`src/rtl/hsvrgb_pkg.sv`:
```
// shared types, constants and helpers for the hsv to rgb pixel core
package hsvrgb_pkg;

   localparam int HueW   = 16;
   localparam int CodeW  = 8;
   localparam int FracW  = 16;
   localparam int SixW   = HueW + 3;
   localparam int NumW   = 24;
   localparam int ProdW  = 32;
   localparam int HiW    = ProdW - FracW;

   // 255 * 65536, one full code times one full turn
   localparam logic [NumW-1:0]  FullScale = 24'd16711680;
   localparam logic [CodeW-1:0] CodeMax   = 8'd255;

   typedef enum logic [2:0] {
      SEC_RED_YEL = 3'd0,
      SEC_YEL_GRN = 3'd1,
      SEC_GRN_CYN = 3'd2,
      SEC_CYN_BLU = 3'd3,
      SEC_BLU_MAG = 3'd4,
      SEC_MAG_RED = 3'd5
   } sector_type;

   // stage three contents handed to the channel select logic
   typedef struct packed {
      sector_type       sector;
      logic             gray;
      logic [CodeW-1:0] val;
      logic [CodeW-1:0] alp;
      logic [HiW-1:0]   pv;
      logic [HiW-1:0]   xq;
      logic [HiW-1:0]   xt;
   } s3_type;

   typedef struct packed {
      logic [CodeW-1:0] red;
      logic [CodeW-1:0] green;
      logic [CodeW-1:0] blue;
      logic [CodeW-1:0] alpha;
   } pixel_type;

   // floor(y / 255) for y up to 65025: estimate by y >> 8, then one correction
   function automatic logic [CodeW-1:0] div255(input logic [HiW-1:0] y);
      logic [CodeW-1:0] est;
      logic [HiW:0]     rem;
      logic [CodeW:0]   quo;
      est = y[HiW-1:CodeW];
      rem = {1'b0, y} - {1'b0, est, 8'b0} + {9'b0, est};
      quo = {1'b0, est} + {8'b0, (rem >= 17'd255)};
      return quo[CodeW-1:0];
   endfunction

endpackage

```
`src/rtl/hsvrgb_req_if.sv`:
```
// request and response channel interfaces of the hsv to rgb pixel core
interface hsvrgb_req_if;
   logic       valid;
   logic       ready;
   logic [15:0] hue;
   logic [7:0]  saturation;
   logic [7:0]  brightness;
   logic [7:0]  alpha_in;

   modport source (output valid, hue, saturation, brightness, alpha_in, input ready);
   modport sink   (input valid, hue, saturation, brightness, alpha_in, output ready);
endinterface

interface hsvrgb_rsp_if;
   logic       valid;
   logic       ready;
   logic [7:0] red;
   logic [7:0] green;
   logic [7:0] blue;
   logic [7:0] alpha_out;

   modport source (output valid, red, green, blue, alpha_out, input ready);
   modport sink   (input valid, red, green, blue, alpha_out, output ready);
endinterface

```
`src/rtl/hsvrgb_select.sv`:
```
// final divide by 255 of p, q and t and channel placement by sector
module hsvrgb_select (
   input  hsvrgb_pkg::s3_type    s3,
   output hsvrgb_pkg::pixel_type px
);
   import hsvrgb_pkg::*;

   logic [CodeW-1:0] p_val;
   logic [CodeW-1:0] q_val;
   logic [CodeW-1:0] t_val;

   always_comb begin
      p_val = div255(s3.pv);
      q_val = div255(s3.xq);
      t_val = div255(s3.xt);
      px.alpha = s3.alp;
      case (s3.sector)
         SEC_RED_YEL: begin
            px.red = s3.val; px.green = t_val;  px.blue = p_val;
         end
         SEC_YEL_GRN: begin
            px.red = q_val;  px.green = s3.val; px.blue = p_val;
         end
         SEC_GRN_CYN: begin
            px.red = p_val;  px.green = s3.val; px.blue = t_val;
         end
         SEC_CYN_BLU: begin
            px.red = p_val;  px.green = q_val;  px.blue = s3.val;
         end
         SEC_BLU_MAG: begin
            px.red = t_val;  px.green = p_val;  px.blue = s3.val;
         end
         default: begin
            px.red = s3.val; px.green = p_val;  px.blue = q_val;
         end
      endcase
      // zero saturation gives gray with full opacity
      if (s3.gray) begin
         px.red   = s3.val;
         px.green = s3.val;
         px.blue  = s3.val;
         px.alpha = CodeMax;
      end
   end

endmodule

```
`src/rtl/hsv_to_rgb_pixel_core.sv`:
```
// top level of the hsv to rgb pixel core, a four stage pipeline
//
//   channel  dir  handshake            payload
//   req      in   req.valid/req.ready  hue[16] saturation[8] brightness[8] alpha_in[8]
//   rsp      out  rsp.valid/rsp.ready  red[8] green[8] blue[8] alpha_out[8]
//
// rsp.valid is the registered stage four valid bit; an accepted request moves through the stage registers in order
// one request per cycle sustained while rsp.ready stays high; stage two and three multipliers set the stage depth
// each stage stalls only when it is full and the stage after it cannot take more,
// so bubbles are squeezed out and the input keeps flowing while a result waits,
// until all four stages hold a request
// reset clears the stage valid bits only, the data registers are not reset
module hsv_to_rgb_pixel_core (
   input  logic                clock,
   input  logic                reset,
   hsvrgb_req_if.sink          req,
   hsvrgb_rsp_if.source        rsp
);
   import hsvrgb_pkg::*;

   // stage enables, a stage loads when empty or when its successor loads
   logic en1, en2, en3, en4;

   // stage one: hue times six split into sector and fraction, v*(255-s)
   logic             v1_ff, v1_in;
   sector_type       sec1_ff, sec1_in;
   logic [FracW-1:0] frac1_ff, frac1_in;
   logic [FracW:0]   comp1_ff, comp1_in;
   logic [CodeW-1:0] sat1_ff, val1_ff, alp1_ff;
   logic [HiW-1:0]   pv1_ff, pv1_in;
   logic [SixW-1:0]  six;

   // stage two: numerators of q and t
   logic             v2_ff;
   sector_type       sec2_ff;
   logic             gray2_ff;
   logic [CodeW-1:0] val2_ff, alp2_ff;
   logic [HiW-1:0]   pv2_ff;
   logic [NumW-1:0]  nq2_ff, nq2_in;
   logic [NumW-1:0]  nt2_ff, nt2_in;
   logic [NumW-1:0]  sf_prod;
   logic [NumW:0]    sc_prod;

   // stage three: v times numerator, upper half kept (the divide by 65536)
   logic             v3_ff;
   s3_type           s3_ff, s3_in;
   logic [ProdW-1:0] xq_prod, xt_prod;

   // stage four: output register
   logic             v4_ff;
   logic             gray4_ff;
   pixel_type        px4_ff, px4_in;

   assign en4 = !v4_ff || rsp.ready;
   assign en3 = !v3_ff || en4;
   assign en2 = !v2_ff || en3;
   assign en1 = !v1_ff || en2;

   assign req.ready = en1;
   assign v1_in     = req.valid;

   always_comb begin
      six      = {1'b0, req.hue, 2'b00} + {2'b00, req.hue, 1'b0};
      sec1_in  = sector_type'(six[SixW-1:FracW]);
      frac1_in = six[FracW-1:0];
      comp1_in = 17'h10000 - {1'b0, six[FracW-1:0]};
      pv1_in   = HiW'(req.brightness) * HiW'(CodeMax - req.saturation);
   end

   always_comb begin
      sf_prod = NumW'(sat1_ff) * NumW'(frac1_ff);
      sc_prod = (NumW+1)'(sat1_ff) * (NumW+1)'(comp1_ff);
      nq2_in  = FullScale - sf_prod;
      // s*(65536-f) never exceeds the full scale, so the top bit drops
      nt2_in  = FullScale - sc_prod[NumW-1:0];
   end

   always_comb begin
      xq_prod     = ProdW'(val2_ff) * ProdW'(nq2_ff);
      xt_prod     = ProdW'(val2_ff) * ProdW'(nt2_ff);
      s3_in.sector = sec2_ff;
      s3_in.gray  = gray2_ff;
      s3_in.val   = val2_ff;
      s3_in.alp   = alp2_ff;
      s3_in.pv    = pv2_ff;
      s3_in.xq    = xq_prod[ProdW-1:FracW];
      s3_in.xt    = xt_prod[ProdW-1:FracW];
   end

   hsvrgb_select u_select (
      .s3 (s3_ff),
      .px (px4_in)
   );

   // valid bits
   always_ff @(posedge clock) begin
      if (reset) begin
         v1_ff <= 1'b0;
         v2_ff <= 1'b0;
         v3_ff <= 1'b0;
         v4_ff <= 1'b0;
      end else begin
         if (en1) v1_ff <= v1_in;
         if (en2) v2_ff <= v1_ff;
         if (en3) v3_ff <= v2_ff;
         if (en4) v4_ff <= v3_ff;
      end
   end

   // data registers
   always_ff @(posedge clock) begin
      if (en1) begin
         sec1_ff  <= sec1_in;
         frac1_ff <= frac1_in;
         comp1_ff <= comp1_in;
         sat1_ff  <= req.saturation;
         val1_ff  <= req.brightness;
         alp1_ff  <= req.alpha_in;
         pv1_ff   <= pv1_in;
      end
      if (en2) begin
         sec2_ff  <= sec1_ff;
         gray2_ff <= (sat1_ff == '0);
         val2_ff  <= val1_ff;
         alp2_ff  <= alp1_ff;
         pv2_ff   <= pv1_ff;
         nq2_ff   <= nq2_in;
         nt2_ff   <= nt2_in;
      end
      if (en3) begin
         s3_ff <= s3_in;
      end
      if (en4) begin
         px4_ff   <= px4_in;
         gray4_ff <= s3_ff.gray;
      end
   end

   assign rsp.valid     = v4_ff;
   assign rsp.red       = px4_ff.red;
   assign rsp.green     = px4_ff.green;
   assign rsp.blue      = px4_ff.blue;
   assign rsp.alpha_out = px4_ff.alpha;

   // input is refused only when every stage holds a request
   a_full_when_blocked: assert property (@(posedge clock) disable iff (reset)
      !req.ready |-> (v1_ff && v2_ff && v3_ff && v4_ff))
      else $error("request refused with a free pipeline stage");

   // a stalled first stage keeps its request
   a_stage1_hold: assert property (@(posedge clock) disable iff (reset)
      (v1_ff && !en2) |=> (v1_ff && $stable(frac1_ff) && $stable(pv1_ff)))
      else $error("stage one request lost during stall");

   // gray results carry equal channels and full opacity
   a_gray_out: assert property (@(posedge clock) disable iff (reset)
      (v4_ff && gray4_ff) |-> (px4_ff.red == px4_ff.green &&
                               px4_ff.green == px4_ff.blue &&
                               px4_ff.alpha == CodeMax))
      else $error("gray pixel with unequal channels or partial alpha");

   // a result that leaves with an empty stage three leaves the output empty
   a_drain: assert property (@(posedge clock) disable iff (reset)
      (v4_ff && rsp.ready && !v3_ff) |=> !v4_ff)
      else $error("result repeated after delivery");

endmodule
```
`src/flat_wrapper.sv`:
```
// flat-port wrapper written by rule: the top's interface ports become plain ports
module hsv_to_rgb_pixel_core_flat import hsvrgb_pkg::*;
  (clock, reset, req_valid, req_hue, req_saturation, req_brightness, req_alpha_in, req_ready, rsp_valid, rsp_red, rsp_green, rsp_blue, rsp_alpha_out, rsp_ready);
  hsvrgb_req_if req_i ();
  hsvrgb_rsp_if rsp_i ();
  input  logic clock;
  input  logic reset;
  input wire logic [$bits(req_i.valid)-1:0] req_valid;
  input wire logic [$bits(req_i.hue)-1:0] req_hue;
  input wire logic [$bits(req_i.saturation)-1:0] req_saturation;
  input wire logic [$bits(req_i.brightness)-1:0] req_brightness;
  input wire logic [$bits(req_i.alpha_in)-1:0] req_alpha_in;
  output wire logic [$bits(req_i.ready)-1:0] req_ready;
  output wire logic [$bits(rsp_i.valid)-1:0] rsp_valid;
  output wire logic [$bits(rsp_i.red)-1:0] rsp_red;
  output wire logic [$bits(rsp_i.green)-1:0] rsp_green;
  output wire logic [$bits(rsp_i.blue)-1:0] rsp_blue;
  output wire logic [$bits(rsp_i.alpha_out)-1:0] rsp_alpha_out;
  input wire logic [$bits(rsp_i.ready)-1:0] rsp_ready;
  assign req_i.valid = req_valid;
  assign req_i.hue = req_hue;
  assign req_i.saturation = req_saturation;
  assign req_i.brightness = req_brightness;
  assign req_i.alpha_in = req_alpha_in;
  assign req_ready = req_i.ready;
  assign rsp_valid = rsp_i.valid;
  assign rsp_red = rsp_i.red;
  assign rsp_green = rsp_i.green;
  assign rsp_blue = rsp_i.blue;
  assign rsp_alpha_out = rsp_i.alpha_out;
  assign rsp_i.ready = rsp_ready;
  hsv_to_rgb_pixel_core u_core (.clock(clock), .reset(reset), .req(req_i), .rsp(rsp_i));
endmodule
```
`config.mk`:
```
export PLATFORM = sky130hd
export DESIGN_NAME = hsv_to_rgb_pixel_core_flat
export DESIGN_NICKNAME = d
export VERILOG_FILES = /design/src/rtl/hsvrgb_pkg.sv /design/src/rtl/hsvrgb_req_if.sv /design/src/rtl/hsvrgb_select.sv /design/src/rtl/hsv_to_rgb_pixel_core.sv /design/src/flat_wrapper.sv
export SDC_FILE = /design/constraint.sdc
export NUM_CORES = 2
export LEC_CHECK = 0
export BUFFER_PORTS_ARGS = -buffer_cell sky130_fd_sc_hd__buf_4
export CORE_ASPECT_RATIO = 1.2
export CORE_MARGIN = 2
export CORE_UTILIZATION = 53
export CTS_BUF_LIST = sky130_fd_sc_hd__clkbuf_8
export CTS_CLUSTER_SIZE = 40
export DETAILED_ROUTE_END_ITERATION = 7
export GPL_TIMING_DRIVEN = 0
export PLACE_DENSITY_LB_ADDON = 0.05
export SYNTH_ARGS = -nofsm -noshare
export SYNTH_HDL_FRONTEND = slang
export SYNTH_SLANG_ARGS = --single-unit
```
`constraint.sdc`:
```
create_clock -name clock -period 5.9 [get_ports clock]
set_clock_uncertainty 0.15 [all_clocks]
set_input_delay 0 -clock clock [delete_from_list [all_inputs] [get_ports clock]]
set_output_delay 0 -clock clock [all_outputs]
set_load 0.02 [all_outputs]
```
==> impl_metrics.ini <==
[detailed_routing]
drtPass1Iterations = 6
met2_wirelength_um = 38400
route.detailed.drc = 0
route.antenna.remaining_nets = 0
drt-met1-wl_um = 32000
vias = 22800
top_routing_layer_used = met4
detailroute.wirelength.met3_um = 3210
drt-total-wl_um = 76300
route.detailed.vias_per_inst = 5.30
detail_route.iter0.violations = 1143
routed_wire_per_std_cell_um = 17.7

[logic_synthesis]
post_synth.cell_area_avg_sq_um = 9.92
synth_edf_count = 254
synthesis.nets = 4068
synthTopCellsByCount = sky130_fd_sc_hd__inv_1, sky130_fd_sc_hd__fa_1, sky130_fd_sc_hd__nand2_1
yosys-top-cells-area = sky130_fd_sc_hd__fa_1, sky130_fd_sc_hd__edfxtp_1, sky130_fd_sc_hd__ha_1
synth_top_area_cell = sky130_fd_sc_hd__fa_1
synth_seq_area_share = 0.239
post_synth_inst_count = 3254
yosysUniqueCellTypes = 81
synth_top_area_share = 0.279
ys_dominant_reg_cell = sky130_fd_sc_hd__edfxtp_1
synthesis.area_sq_um = 32300
ys_seq_elements = 258
synth-async-reset-ratio = 0
yosysWarnings = 0
synth_most_common_cell = sky130_fd_sc_hd__inv_1

[placed_design]
placed_cell_area_sq_um = 34000
gpl.final_weighted_congestion = 0.889
place.detailed.instances = 4142
pre_cts_slack_ns = -0.378
placement.io_buffers = 77
dp_hpwl_um = 61500

[hold_path]
min_path_cells = 2
worstHoldStart = req_saturation[5]
worstHoldEndpoint = u_core.sat1_ff[5]
min_path_type = in -> reg

[sta]
rsz0062_at_grt = true
setup_viol_count_final = 0
final_min_period_over_clock_period = 0.971
final.setup.worst_slack_ns = 0.174
fmaxAchievable_mhz = 175
max_slew_violations = 0
least_margin_pin_slew_ns = 1.19
slew-limit-headroom = 0.204
timing.final.crit_period_ns = 5.73
count_of_final_hold_check_violations = 0

[setup_path]
crit_arrival_ns = 5.94
worst_setup_path_end_kind = flop
crit_reg_reg_startpoint = u_core.val2_ff[2]
cp_data_required_time_ns = 6.12
kind_of_launch_point_of_the_worst_setup_path = flop
reg2reg_slack_ns = 0.17
path_max_fanout = 10
reg2reg_depth = 17
critical_path.reg2reg.endpoint = u_core.s3_ff[29]
worstSetupPathType = reg -> reg

[flow_run]
max_cap_viol_count = 0

[clocking]
cts-root-buf = sky130_fd_sc_hd__clkbuf_8
htreeDepth = 2
clock_tree.buffer_depth = 3
worstSkewPairLatency_ns = 0.63
tritoncts.num_buffers = 46
clock_pin_transition_on_the_worst_setup_and_hold_timing_paths_ns = 0.06
cts_tree = built
number_of_sinks_driven_by_the_clock_tree = 258

[cells_and_area]
final_layout_size_suffix_gt1_frac = 0.0648
non_filler_instance_count_after_layout = 4299
area_growth_pct = 10.5
finalNetCount = 4269
layout_filler_cell_count = 5267
finalInstanceArea_sq_um = 35700

[floorplanning]
io_pins = 78
floorplan.rows = 99
floorplan.initialDensity = 0.533
die_width_um = 229
fp.coreArea_sq_um = 60600
die_area_sq_um = 62900
floorplan.die.height_um = 274

[global_routing]
first_global_vias = 24600
global_route.usage.total = 0.253
antenna_violations_before_repair = 1
pin_count_of_the_biggest_net_entering_global_routing = 72
grt_residual_overflow = 0
first_pass_grt_wire_length_um = 126000

[outcome]
result_of_the_run = completed
## worst max-delay path by stage
stage	start	endpoint	slack [ns]	depth (start not counted)
after floorplan	u_core.val2_ff[5]	u_core.s3_ff[14]	0.78	20
after global placement	u_core.val2_ff[5]	u_core.s3_ff[14]	-0.37	20
after detailed placement	u_core.val2_ff[5]	u_core.s3_ff[14]	-0.38	20
after CTS	u_core.sat1_ff[5]	u_core.nq2_ff[22]	0.003	19
after global routing	u_core.sat1_ff[3]	u_core.nq2_ff[22]	-0.01	18
final	u_core.val2_ff[2]	u_core.s3_ff[29]	0.17	17
## cell usage in the layout, fill, tap and decap left out, drive strengths merged, types with 68 or more instances in the layout
cell type and n:
clkbuf 117, a21oi 104, and2 317, edfxtp 254, inv 644, nor2 89, buf 101, xnor2 104
nand2 353, o21ai 68, ha 320, fa 450
## layout make-up
type,count,area [sq um],area share
multi-input cells,2275,21900,0.614
well taps,808,1010,0.0283
clock inverters,37,258,0.00723
repair buffers,159,1450,0.0407
diodes,1,2.50,0.0000702
inverters,638,2400,0.0672
flip-flops and latches,258,7710,0.216
clock buffers,46,633,0.0177
plain buffers,77,318,0.00891
## cells by family after synthesis
| logic type | share of synthesized area |
|---|---|
| AND/OR/NAND/NOR | 0.157 |
| flip-flops | 0.239 |
| buffers and inverters | 0.0839 |
| AO/OA/AOI/OAI | 0.0744 |
| adder cells (fa/ha/maj) | 0.403 |
| multiplexers | 0.00578 |
| XOR/XNOR | 0.0371 |
## worst max-delay path: stages, from the launching register on
cell and delay [ns]:
sky130_fd_sc_hd__edfxtp_1 0.52, sky130_fd_sc_hd__clkbuf_1 0.34, sky130_fd_sc_hd__and2_1 0.26, sky130_fd_sc_hd__fa_1 0.53, sky130_fd_sc_hd__inv_1 0.06, sky130_fd_sc_hd__fa_1 0.57
sky130_fd_sc_hd__fa_1 0.44, sky130_fd_sc_hd__fa_1 0.56, sky130_fd_sc_hd__inv_1 0.06, sky130_fd_sc_hd__ha_1 0.35, sky130_fd_sc_hd__a21o_1 0.20, sky130_fd_sc_hd__a21oi_1 0.18
sky130_fd_sc_hd__nand3_1 0.09, sky130_fd_sc_hd__o21a_1 0.23, sky130_fd_sc_hd__o21ai_0 0.32, sky130_fd_sc_hd__o21ai_0 0.26, sky130_fd_sc_hd__a21oi_1 0.24, sky130_fd_sc_hd__xnor2_1 0.13
## state kept, by name, summed over array words and instances, names as in the netlist, 14 cells and up
register and cells:
u_core.nt2_ff 23, u_core.comp1_ff 16, u_core.pv1_ff 16, u_core.pv2_ff 16, u_core.frac1_ff 14, u_core.s3_ff 68
u_core.nq2_ff 22
## routing by layer
metal  track usage  vias up
met5             0        -
met2         0.455      492
met4        0.0902        0
li1              -    10800
met3        0.0314      131
met1         0.313    11400
## timing repair
| item | 4_1_cts | 5_1_grt |
|---|---|---|
| hold endpoints to repair | 82 | 0 |
| endpoints found under the setup margin | 21 | 27 |
| gates resized for setup | 11 | 27 |
| hold buffers | 64 | 0 |
| buffers inserted | 8 | 7 |
## per-stage QoR
| stage | setup TNS [ns] | hold slack [ns] | util |
|---|---|---|---|
| 2_1_floorplan | 0 | -0.0776 | - |
| 3_3_place_gp | -3.53 | 0.0303 | 0.559 |
| 3_5_place_dp | -4.26 | 0.0320 | 0.561 |
| 4_1_cts | 0 | 0.0325 | 0.587 |
| 5_1_grt | -0.0187 | 0.0422 | 0.589 |
| 6_report | 0 | 0.0642 | 0.589 |
Power is left out: the tool's default activity adds up to more than one toggle a clock period on the data nets, which glitch-free logic cannot reach.
